<file path="src/rtl/core/lrcf_pkg.sv">
`timescale 1ns / 1ps
`default_nettype none

package lrcf_pkg;

	// Fixed field widths
	localparam int LED_W    = 6;
	localparam int CH_W     = 8;
	localparam int RGB_W    = 24;
	localparam int FACTOR_W = 9;
	localparam int BRIGHT_W = 9;
	localparam int SCALE_W  = FACTOR_W + BRIGHT_W;
	localparam int CFG_IDX_W = 3;

	// Full blend weight, 1.0 in Q1.8
	localparam logic [FACTOR_W-1:0] FULL_FACTOR = 9'd256;
	localparam logic [FACTOR_W-1:0] HALF_FACTOR = 9'd128;
	localparam logic [CH_W-1:0]     CH_MAX      = 8'hFF;

	// Register reset values
	localparam logic [RGB_W-1:0] SECOND_COLOR_RST = 24'hFF0000;
	localparam logic [RGB_W-1:0] MINUTE_COLOR_RST = 24'h00FF00;
	localparam logic [RGB_W-1:0] HOUR_COLOR_RST   = 24'h0000FF;

	typedef enum logic [CFG_IDX_W-1:0] {
		REG_ROTATION     = 3'd0,
		REG_SECOND_START = 3'd1,
		REG_MINUTE_START = 3'd2,
		REG_HOUR_START   = 3'd3,
		REG_SECOND_COLOR = 3'd4,
		REG_MINUTE_COLOR = 3'd5,
		REG_HOUR_COLOR   = 3'd6
	} cfg_reg_t;

	typedef enum logic [2:0] {
		ST_IDLE,
		ST_CLEAR,
		ST_BL_RD,
		ST_BL_MUL,
		ST_BL_WR,
		ST_EMIT
	} state_t;

	typedef struct packed {
		logic [3:0]       rotation_offset;
		logic [LED_W-1:0] second_hand_start;
		logic [LED_W-1:0] minute_hand_start;
		logic [LED_W-1:0] hour_hand_start;
		logic [RGB_W-1:0] second_color;
		logic [RGB_W-1:0] minute_color;
		logic [RGB_W-1:0] hour_color;
	} cfg_t;

	typedef struct packed {
		logic [3:0]          hours;
		logic [5:0]          minutes;
		logic [5:0]          seconds;
		logic [7:0]          second_fraction;
		logic [BRIGHT_W-1:0] brightness;
	} item_t;

	typedef struct packed {
		logic [LED_W-1:0]    self_pos;
		logic [LED_W-1:0]    min_first;
		logic [LED_W-1:0]    hour_first;
		logic [2:0]          min_extra;
		logic [1:0]          hour_extra;
		logic [FACTOR_W-1:0] w_before;
		logic [FACTOR_W-1:0] w_self;
		logic [FACTOR_W-1:0] w_after;
	} place_t;

	typedef struct packed {
		logic [FACTOR_W-1:0] factor;
		logic [BRIGHT_W-1:0] bright;
		logic [RGB_W-1:0]    color;
	} blend_op_t;

endpackage

`default_nettype wire

</file>
<file path="src/rtl/core/lrcf_ram.sv">
`timescale 1ns / 1ps
`default_nettype none

module lrcf_ram #(
	parameter int WIDTH = 24,
	parameter int DEPTH = 60
) (
	input  wire logic                     clk,
	input  wire logic                     we,
	input  wire logic [$clog2(DEPTH)-1:0] waddr,
	input  wire logic [WIDTH-1:0]         wdata,
	input  wire logic [$clog2(DEPTH)-1:0] raddr,
	output logic      [WIDTH-1:0]         rdata
);

	logic [WIDTH-1:0] mem [DEPTH];

	// Write port and registered read port
	always_ff @(posedge clk) begin
		if (we) begin
			mem[waddr] <= wdata;
		end
		rdata <= mem[raddr];
	end

endmodule

`default_nettype wire

</file>
<file path="src/rtl/core/lrcf_place.sv">
`timescale 1ns / 1ps
`default_nettype none

module lrcf_place import lrcf_pkg::*; #(
	parameter int LED_COUNT     = 60,
	parameter int HOUR_STRIDE   = 5,
	parameter int MINUTE_STRIDE = 5
) (
	input  wire logic   clk,
	input  wire cfg_t   cfg,
	input  wire item_t  item,
	output place_t      place
);

	// Reduce a small value modulo the ring size by shifted compare and subtract
	function automatic logic [LED_W-1:0] mod_led(input logic [7:0] x);
		logic [9:0] r;
		r = {2'b00, x};
		for (int k = 3; k >= 0; k--) begin
			if (r >= (10'(LED_COUNT) << k)) begin
				r = r - (10'(LED_COUNT) << k);
			end
		end
		return r[LED_W-1:0];
	endfunction

	// Reduce a value below 48 modulo twelve
	function automatic logic [3:0] mod12(input logic [5:0] x);
		logic [5:0] r;
		r = x;
		if (r >= 6'd24) begin
			r = r - 6'd24;
		end
		if (r >= 6'd12) begin
			r = r - 6'd12;
		end
		return r[3:0];
	endfunction

	logic [LED_W-1:0]    rot_shift_s1;
	logic [LED_W-1:0]    sec_start_s1;
	logic [LED_W-1:0]    sec_s1;
	logic [3:0]          min_pos_s1;
	logic [3:0]          hour_pos_s1;
	logic                half_s1;
	logic [2:0]          min_extra_s1;
	logic [1:0]          hour_extra_s1;
	logic [FACTOR_W-1:0] wb_s1;
	logic [FACTOR_W-1:0] ws_s1;
	logic [FACTOR_W-1:0] wa_s1;
	logic [LED_W-1:0]    self_s2;
	logic [LED_W-1:0]    min_first_s2;
	logic [LED_W-1:0]    hour_first_s2;

	logic [13:0]         min_prod;
	logic [3:0]          min_quot;
	logic [5:0]          min_rem;
	logic [FACTOR_W-1:0] frac;
	logic [FACTOR_W-1:0] wb_d;
	logic [FACTOR_W-1:0] ws_d;
	logic [FACTOR_W-1:0] wa_d;
	logic [1:0]          hour_extra_d;
	logic [7:0]          self_sum;
	logic [7:0]          min_sum;
	logic [7:0]          hour_sum;

	// Minutes divided by five through a reciprocal, remainder by back multiply
	always_comb begin
		min_prod = 14'(item.minutes) * 14'd205;
		min_quot = min_prod[13:10];
		min_rem  = item.minutes - 6'(min_quot * 4'd5);
	end

	// Seconds hand cross-fade weights
	always_comb begin
		frac = {1'b0, item.second_fraction};
		wb_d = '0;
		wa_d = '0;
		priority if (frac < HALF_FACTOR) begin
			ws_d = frac + HALF_FACTOR;
			wb_d = HALF_FACTOR - frac;
		end else if (frac > HALF_FACTOR) begin
			ws_d = 9'd384 - frac;
			wa_d = frac - HALF_FACTOR;
		end else begin
			ws_d = FULL_FACTOR;
		end
	end

	// Hour highlight from ten-minute thresholds
	always_comb begin
		priority if (item.minutes < 6'd10) begin
			hour_extra_d = 2'd0;
		end else if (item.minutes < 6'd20) begin
			hour_extra_d = 2'd1;
		end else if (item.minutes < 6'd30) begin
			hour_extra_d = 2'd2;
		end else if (item.minutes < 6'd40) begin
			hour_extra_d = 2'd0;
		end else if (item.minutes < 6'd50) begin
			hour_extra_d = 2'd1;
		end else begin
			hour_extra_d = 2'd2;
		end
	end

	// First stage: dial positions with the rotation removed
	always_ff @(posedge clk) begin
		rot_shift_s1  <= mod_led(8'(cfg.rotation_offset) * 8'(HOUR_STRIDE));
		sec_start_s1  <= mod_led(8'(cfg.second_hand_start));
		sec_s1        <= mod_led(8'(item.seconds));
		min_pos_s1    <= mod12(6'(min_quot) + 6'd24 - 6'(cfg.rotation_offset));
		hour_pos_s1   <= mod12(6'(item.hours) + 6'd24 - 6'(cfg.rotation_offset));
		half_s1       <= (item.minutes >= 6'd30);
		min_extra_s1  <= min_rem[2:0];
		hour_extra_s1 <= hour_extra_d;
		wb_s1         <= wb_d;
		ws_s1         <= ws_d;
		wa_s1         <= wa_d;
	end

	// Second stage: LED indexes on the ring
	always_comb begin
		self_sum = 8'(sec_start_s1) + 8'(sec_s1) + 8'(LED_COUNT) - 8'(rot_shift_s1);
		min_sum  = 8'(cfg.minute_hand_start) + 8'(min_pos_s1) * 8'(MINUTE_STRIDE);
		hour_sum = 8'(cfg.hour_hand_start) + 8'(hour_pos_s1) * 8'(HOUR_STRIDE)
			+ (half_s1 ? 8'(HOUR_STRIDE) : 8'd0);
	end

	always_ff @(posedge clk) begin
		self_s2       <= mod_led(self_sum);
		min_first_s2  <= mod_led(min_sum);
		hour_first_s2 <= mod_led(hour_sum);
	end

	assign place.self_pos   = self_s2;
	assign place.min_first  = min_first_s2;
	assign place.hour_first = hour_first_s2;
	assign place.min_extra  = min_extra_s1;
	assign place.hour_extra = hour_extra_s1;
	assign place.w_before   = wb_s1;
	assign place.w_self     = ws_s1;
	assign place.w_after    = wa_s1;

endmodule

`default_nettype wire

</file>
<file path="src/rtl/core/lrcf_blend.sv">
`timescale 1ns / 1ps
`default_nettype none

module lrcf_blend import lrcf_pkg::*; (
	input  wire logic             clk,
	input  wire blend_op_t        op,
	input  wire logic [RGB_W-1:0] old_pixel,
	output logic      [RGB_W-1:0] new_pixel
);

	localparam int PROD_W = CH_W + SCALE_W;
	localparam int ADD_W  = PROD_W - 16 + 1;
	localparam int SUM_W  = ADD_W + 1;

	logic [SCALE_W-1:0] scale_s1;
	logic [RGB_W-1:0]   color_s1;
	logic [ADD_W-1:0]   add_s2 [3];
	logic [RGB_W-1:0]   old_s2;
	logic [ADD_W-1:0]   add_d  [3];
	logic [PROD_W-1:0]  prod   [3];
	logic [SUM_W-1:0]   sum    [3];

	// Scale is weight times brightness, Q.16
	always_ff @(posedge clk) begin
		scale_s1 <= SCALE_W'(op.factor) * SCALE_W'(op.bright);
		color_s1 <= op.color;
	end

	// Scale each channel and round up by one when both sides are nonzero
	always_comb begin
		for (int ch = 0; ch < 3; ch++) begin
			prod[ch]  = PROD_W'(color_s1[ch*CH_W +: CH_W]) * PROD_W'(scale_s1);
			add_d[ch] = ADD_W'(prod[ch][PROD_W-1:16])
				+ ADD_W'((color_s1[ch*CH_W +: CH_W] != '0) && (scale_s1 != '0));
		end
	end

	always_ff @(posedge clk) begin
		add_s2 <= add_d;
		old_s2 <= old_pixel;
	end

	// Add to the stored pixel and saturate
	always_comb begin
		for (int ch = 0; ch < 3; ch++) begin
			sum[ch] = SUM_W'(old_s2[ch*CH_W +: CH_W]) + SUM_W'(add_s2[ch]);
			new_pixel[ch*CH_W +: CH_W] = (sum[ch] > SUM_W'(CH_MAX)) ? CH_MAX
				: sum[ch][CH_W-1:0];
		end
	end

endmodule

`default_nettype wire

</file>
<file path="src/rtl/core/led_ring_clock_face_render.sv">
`timescale 1ns / 1ps
`default_nettype none

// LED ring clock face renderer.
// Command channel: drive the time sample on hours, minutes, seconds,
// second_fraction and brightness with start high; the sample is taken at a
// clock edge where start is high and busy is low. busy then stays high until
// the last LED word has been sent.
// Result channel: one word per LED in index order, LED 0 first, each on the
// result ports for one cycle with strobe high; last_led marks the final LED.
// The receiver cannot stall, so the sequence always runs at full pace.
// Per sample: the frame store (one single-port-write memory) is cleared one
// entry a cycle; each of the 5 + MINUTE_HAND_LEDS + HOUR_HAND_LEDS blends is
// a read, multiply, write pass through that memory; emitting then reads one
// entry a cycle.
// Configuration: cfg_ready is always high; write registers only while busy
// is low. Reset clears the sequencer and loads the register defaults.

module led_ring_clock_face_render import lrcf_pkg::*; #(
	parameter int LED_COUNT        = 60,
	parameter int HOUR_STRIDE      = 5,
	parameter int MINUTE_STRIDE    = 5,
	parameter int MINUTE_HAND_LEDS = 5,
	parameter int HOUR_HAND_LEDS   = 3
) (
	input  wire logic                 clk,
	input  wire logic                 arst_n,
	input  wire logic                 start,
	output logic                      busy,
	input  wire logic [3:0]           hours,
	input  wire logic [5:0]           minutes,
	input  wire logic [5:0]           seconds,
	input  wire logic [7:0]           second_fraction,
	input  wire logic [BRIGHT_W-1:0]  brightness,
	output logic                      strobe,
	output logic [LED_W-1:0]          led_index,
	output logic [CH_W-1:0]           red,
	output logic [CH_W-1:0]           green,
	output logic [CH_W-1:0]           blue,
	output logic                      last_led,
	input  wire logic                 cfg_valid,
	output logic                      cfg_ready,
	input  wire logic [CFG_IDX_W-1:0] cfg_index,
	input  wire logic [RGB_W-1:0]     cfg_data
);

	localparam int AW         = $clog2(LED_COUNT);
	localparam int NOPS       = 5 + MINUTE_HAND_LEDS + HOUR_HAND_LEDS;
	localparam int OPW        = $clog2(NOPS);
	localparam int MIN_BASE   = 3;
	localparam int MIN_EXTRA  = MIN_BASE + MINUTE_HAND_LEDS;
	localparam int HOUR_BASE  = MIN_EXTRA + 1;
	localparam int HOUR_EXTRA = HOUR_BASE + HOUR_HAND_LEDS;

	state_t state_q;
	state_t state_d;
	cfg_t   cfg_q;
	item_t  item_q;
	place_t place;

	logic [AW-1:0]    cnt_q;
	logic [OPW-1:0]   op_q;
	logic             cnt_last;
	logic             op_last;
	logic             accept;
	logic             strobe_q;
	logic [AW-1:0]    led_s1;

	blend_op_t        op;
	logic [LED_W-1:0] op_base;
	logic [LED_W-1:0] op_offset;
	logic [LED_W:0]   op_sum;
	logic [LED_W-1:0] op_addr;

	logic             mem_we;
	logic [AW-1:0]    mem_waddr;
	logic [RGB_W-1:0] mem_wdata;
	logic [AW-1:0]    mem_raddr;
	logic [RGB_W-1:0] mem_rdata;
	logic [RGB_W-1:0] new_pixel;

	assign accept    = start && !busy;
	assign busy      = (state_q != ST_IDLE) || strobe_q;
	assign cfg_ready = 1'b1;
	assign cnt_last  = (cnt_q == AW'(LED_COUNT - 1));
	assign op_last   = (op_q == OPW'(NOPS - 1));

	// Configuration registers
	always_ff @(posedge clk or negedge arst_n) begin
		if (!arst_n) begin
			cfg_q.rotation_offset   <= '0;
			cfg_q.second_hand_start <= '0;
			cfg_q.minute_hand_start <= '0;
			cfg_q.hour_hand_start   <= '0;
			cfg_q.second_color      <= SECOND_COLOR_RST;
			cfg_q.minute_color      <= MINUTE_COLOR_RST;
			cfg_q.hour_color        <= HOUR_COLOR_RST;
		end else if (cfg_valid && cfg_ready) begin
			unique case (cfg_reg_t'(cfg_index))
				REG_ROTATION:     cfg_q.rotation_offset   <= cfg_data[3:0];
				REG_SECOND_START: cfg_q.second_hand_start <= cfg_data[LED_W-1:0];
				REG_MINUTE_START: cfg_q.minute_hand_start <= cfg_data[LED_W-1:0];
				REG_HOUR_START:   cfg_q.hour_hand_start   <= cfg_data[LED_W-1:0];
				REG_SECOND_COLOR: cfg_q.second_color      <= cfg_data;
				REG_MINUTE_COLOR: cfg_q.minute_color      <= cfg_data;
				REG_HOUR_COLOR:   cfg_q.hour_color        <= cfg_data;
				default: ;
			endcase
		end
	end

	// Hold the time sample for the whole frame
	always_ff @(posedge clk) begin
		if (accept) begin
			item_q.hours           <= hours;
			item_q.minutes         <= minutes;
			item_q.seconds         <= seconds;
			item_q.second_fraction <= second_fraction;
			item_q.brightness      <= brightness;
		end
	end

	lrcf_place #(
		.LED_COUNT    (LED_COUNT),
		.HOUR_STRIDE  (HOUR_STRIDE),
		.MINUTE_STRIDE(MINUTE_STRIDE)
	) u_place (
		.clk  (clk),
		.cfg  (cfg_q),
		.item (item_q),
		.place(place)
	);

	// Decode the current blend: target LED, weight and colour
	always_comb begin
		op.bright = item_q.brightness;
		priority if (op_q < OPW'(MIN_BASE)) begin
			op_base  = place.self_pos;
			op.color = cfg_q.second_color;
			priority if (op_q == OPW'(0)) begin
				op_offset = LED_W'(LED_COUNT - 1);
				op.factor = place.w_before;
			end else if (op_q == OPW'(1)) begin
				op_offset = '0;
				op.factor = place.w_self;
			end else begin
				op_offset = LED_W'(1);
				op.factor = place.w_after;
			end
		end else if (op_q < OPW'(MIN_EXTRA)) begin
			op_base   = place.min_first;
			op_offset = LED_W'(op_q - OPW'(MIN_BASE));
			op.factor = FULL_FACTOR;
			op.color  = cfg_q.minute_color;
		end else if (op_q == OPW'(MIN_EXTRA)) begin
			op_base   = place.min_first;
			op_offset = LED_W'(place.min_extra);
			op.factor = FULL_FACTOR;
			op.color  = cfg_q.minute_color;
		end else if (op_q < OPW'(HOUR_EXTRA)) begin
			op_base   = place.hour_first;
			op_offset = LED_W'(op_q - OPW'(HOUR_BASE));
			op.factor = FULL_FACTOR;
			op.color  = cfg_q.hour_color;
		end else begin
			op_base   = place.hour_first;
			op_offset = LED_W'(place.hour_extra);
			op.factor = FULL_FACTOR;
			op.color  = cfg_q.hour_color;
		end
		op_sum  = {1'b0, op_base} + {1'b0, op_offset};
		op_addr = (op_sum >= (LED_W + 1)'(LED_COUNT))
			? LED_W'(op_sum - (LED_W + 1)'(LED_COUNT)) : op_sum[LED_W-1:0];
	end

	lrcf_blend u_blend (
		.clk      (clk),
		.op       (op),
		.old_pixel(mem_rdata),
		.new_pixel(new_pixel)
	);

	lrcf_ram #(
		.WIDTH(RGB_W),
		.DEPTH(LED_COUNT)
	) u_frame (
		.clk  (clk),
		.we   (mem_we),
		.waddr(mem_waddr),
		.wdata(mem_wdata),
		.raddr(mem_raddr),
		.rdata(mem_rdata)
	);

	// Sequencer next state
	always_comb begin
		state_d = state_q;
		unique case (state_q)
			ST_IDLE:   if (accept) state_d = ST_CLEAR;
			ST_CLEAR:  if (cnt_last) state_d = ST_BL_RD;
			ST_BL_RD:  state_d = ST_BL_MUL;
			ST_BL_MUL: state_d = ST_BL_WR;
			ST_BL_WR:  state_d = op_last ? ST_EMIT : ST_BL_RD;
			ST_EMIT:   if (cnt_last) state_d = ST_IDLE;
			default:   state_d = ST_IDLE;
		endcase
	end

	// Memory port control per state
	always_comb begin
		mem_we    = 1'b0;
		mem_waddr = cnt_q;
		mem_wdata = '0;
		mem_raddr = cnt_q;
		unique case (state_q)
			ST_CLEAR: begin
				mem_we = 1'b1;
			end
			ST_BL_RD: begin
				mem_raddr = op_addr[AW-1:0];
			end
			ST_BL_WR: begin
				mem_we    = 1'b1;
				mem_waddr = op_addr[AW-1:0];
				mem_wdata = new_pixel;
			end
			default: ;
		endcase
	end

	// Advance state, LED counter and blend counter
	always_ff @(posedge clk or negedge arst_n) begin
		if (!arst_n) begin
			state_q  <= ST_IDLE;
			cnt_q    <= '0;
			op_q     <= '0;
			strobe_q <= 1'b0;
		end else begin
			state_q  <= state_d;
			strobe_q <= (state_q == ST_EMIT);
			if (state_q == ST_CLEAR || state_q == ST_EMIT) begin
				cnt_q <= cnt_last ? '0 : cnt_q + AW'(1);
			end
			if (state_q == ST_BL_WR) begin
				op_q <= op_last ? '0 : op_q + OPW'(1);
			end
		end
	end

	// Track the LED whose word arrives from the memory next cycle
	always_ff @(posedge clk) begin
		led_s1 <= cnt_q;
	end

	assign strobe    = strobe_q;
	assign led_index = LED_W'(led_s1);
	assign red       = mem_rdata[2*CH_W +: CH_W];
	assign green     = mem_rdata[CH_W +: CH_W];
	assign blue      = mem_rdata[0 +: CH_W];
	assign last_led  = (led_s1 == AW'(LED_COUNT - 1));

endmodule

`default_nettype wire

</file>
<file path="config.mk">
export PLATFORM = sky130hd
export DESIGN_NAME = led_ring_clock_face_render
export DESIGN_NICKNAME = d
export VERILOG_FILES = /design/src/rtl/core/lrcf_pkg.sv /design/src/rtl/core/lrcf_ram.sv /design/src/rtl/core/lrcf_place.sv /design/src/rtl/core/lrcf_blend.sv /design/src/rtl/core/led_ring_clock_face_render.sv
export SDC_FILE = /design/constraint.sdc
export NUM_CORES = 2
export LEC_CHECK = 0
export BUFFER_PORTS_ARGS = -buffer_cell sky130_fd_sc_hd__buf_2
export CAP_MARGIN = 10
export CORE_UTILIZATION = 30
export DETAILED_ROUTE_END_ITERATION = 8
export PLACE_DENSITY = 0.44
export SKIP_CTS_REPAIR_TIMING = 1
export SYNTH_ARGS = -nofsm -noshare
export SYNTH_HDL_FRONTEND = slang
export SYNTH_HIERARCHICAL = 1
export SYNTH_SLANG_ARGS = --single-unit
</file>
<file path="constraint.sdc">
create_clock -name clk -period 8.2 [get_ports clk]
set_input_delay 1.64 -clock clk [delete_from_list [all_inputs] [get_ports clk]]
set_output_delay 1.64 -clock clk [all_outputs]
set_load 0.1 [all_outputs]
</file>
==> impl_metrics.csv <==
group,metric,value,unit
status,status,"finished clean",
placement,io_buffers,96,
global_routing,grt_max_degree,73,
synthesis,yosysTopAreaCell,"edfxtp_1",
critical_path,cp.buffers_inverters,3,
floorplanning,fp.dieArea,294800,um^2
critical_path,required,8.91,ns
global_routing,grt_pass1_wl,362400,um
timing,slew_violations,0,
global_routing,overflow,0,
layout,area_growth,14.94,%
timing,hold_viol,0,
floorplanning,die_h,543.0,um
timing,maxSlewHeadroom,8.966,%
floorplanning,initial_core_util,30.16,%
critical_path,slowest_delay,1.01,ns
global_routing,grt_usage,16.83,%
timing,fin_crit_sh,83.40,%
layout,layout_common_cells,"edfxtp_1 (1,473), inv_1 (484), and2_1 (381), fa_1 (363), mux4_2 (340)",
route,avgRoutedWirePerCell,24.47,um
cts,cts-root-buf,"clkbuf_16",
route,drc,0,
route,drt_iter0_markers,3750,
synthesis,ys_seq_elements,1786,
cts,cts.sinks,1786,
hold_path,min_path_type,"flop to flop",
synthesis,synth_enable_flop_cells,1473,
timing,fmax,146.2,MHz
placement,gp_congestion,0.7839,
timing,setup_viol,0,
global_routing,antenna_found_initial,12,
route,routed-via-count,48990,
synthesis,synth_cell_types,112,
synthesis,synth_async_sr_flop_share,6.047,%
timing,finalClockSkew,0.1221,ns
timing,min_period,6.839,ns
flow_run,drv_cap,0,
critical_path,crit_type,"flop to flop",
floorplanning,fp.dieW,543.0,um
global_routing,grt_pass1_vias,52210,
cts,clock_path_buffers,4,
layout,final_nets,6746,
layout,mostFrequentLayoutCell,"edfxtp_1",
placement,hpwlAfterDp,158500,um
cts,clk_pin_slew,0.06,ns
floorplanning,io-pin-count,98,
route,via_per_inst,4.858,
cts,clk_latency,0.94,ns
route,first_pass_iters,5,
floorplanning,rows,198,
floorplanning,coreArea,291100,um^2
cts,cts_tree,"built",
synthesis,ys_seq_area_share,58.17,%
critical_path,path_cells,"nor2_1 -> nand2_1 -> mux2i_1 -> a221oi_1 -> nand2_1 -> fa_1 -> fa_1 -> inv_1 -> ha_1 -> inv_1 -> fa_1 -> inv_1 -> ha_1 -> a21o_1 -> a21oi_1 -> o21ai_0 -> a21oi_1 -> o21ai_0 -> a211oi_1 -> o31ai_1 -> a21oi_1 -> xnor2_1",
critical_path,crit_arrival,7.55,ns
cts,numCtsBuffers,202,
route,ant_nets,0,
critical_path,crit_family,"compound AO/OA/AOI/OAI gates",
synthesis,synthTopCellsByArea,"edfxtp_1 (50%), mux4_2 (8.7%), fa_1 (8.3%)",
synthesis,synthCells,5789,
route,drt-total-wl,246800,um
critical_path,worst-path-max-fanout,15,
synthesis,ys.flop_type,"edfxtp_1",
layout,multi_input_area,34110,um^2
synthesis,synth_top_area_share,50.39,%
layout,fillers,27970,
critical_path,cp-start-kind,"flop",
layout,regArea,51070,um^2
layout,drive_above_1_share,19.70,%
critical_path,end_kind,"flop",
timing,setup_tns,0,ns
timing,worst_pin_slew,1.348,ns
synthesis,syn_area,87790,um^2
critical_path,slowest_stage,"a221oi_1",
cts,htree_levels,4,
timing,rsz0062_at_grt,"no",
synthesis,ys_warn_count,6,
synthesis,avgSynthCellArea,15.16,um^2
## final cells by class
type | count | area share (%)
multi-input combinational | 3262 | 33.80
tap | 3900 | 4.836
inverter | 485 | 1.804
clock buffer | 261 | 5.431
antenna | 7 | 0.01736
clock inverter | 115 | 1.548
sequential | 1786 | 50.61
timing repair buffer | 269 | 1.949
## synthesized netlist by cell type (all sizes together), types with 39 or more instances
cell type	instances
and3	48
xor2	39
mux4	340
inv	484
mux2i	192
nor2	179
ha	313
fa	363
buf	89
o21ai	151
nand2b	45
and2	385
dfrtp	84
nand2	334
mux2	131
edfxtp	1473
a21oi	109
nand3	43
a221oi	52
clkbuf	168
dfxtp	205
xnor2	71
## per-stage QoR
step,utilization [%],cells,hold slack (ns),setup slack (ns),instance area (um^2)
floorplan,-,5790,0.3233,1.933,87790
global route,34.66,10080,0.3601,0.6618,100900
detailed placement,32.23,9700,0.3329,1.363,93810
global placement,32.21,9695,0.3280,1.291,93760
CTS,34.64,10080,0.3461,1.365,100800
finish,34.66,10090,0.3429,1.361,100900
## routing by layer
metal,track usage (%),wire length (um),up-vias
met5,0,32,-
met1,22.17,107500,25800
li1,-,-,21810
met2,28.35,119500,1015
met4,5.657,8585,4
met3,2.368,11230,359
## flip-flops by register name (all words and copies together) (netlist names), 8 cells and up
signal / cells
u_frame/mem: 1440
cfg_q: 94
item_q: 33
u_blend/add_s2: 33
u_blend/color_s1: 24
u_blend/old_s2: 24
u_frame/rdata: 24
u_blend/scale_s1: 18
u_place/wb_s1: 9
u_place/ws_s1: 9
u_place/wa_s1: 8
## worst paths after layout
path | depth (start not counted) | end | startpoint | slack (ns)
min in group asynchronous | 1 | cfg_q[41] | arst_n | 0.87
max in group asynchronous | 2 | cfg_q[62] | arst_n | 5.99
min | 0 | u_place/sec_s1[1] | item_q[18] | 0.34
min reg2reg | 0 | u_place/sec_s1[1] | item_q[18] | 0.34
max reg2reg | 22 | u_blend/scale_s1[17] | op_q[3] | 1.36
max | 22 | u_blend/scale_s1[17] | op_q[3] | 1.36
## kinds of logic after synthesis
| family | share of synthesized area (%) |
|---|---|
| muxes | 12.60 |
| AOI/OAI and AO/OA | 4.843 |
| buffers and inverters | 3.395 |
| xor gates and xnor gates | 1.106 |
| other | 0.008555 |
| adders and majority gates | 12.74 |
| DFF | 58.17 |
| and+or+nand+nor | 7.139 |
Power is left out: the tool's default activity adds up to more than one toggle a clock period on the data nets, which glitch-free logic cannot reach.
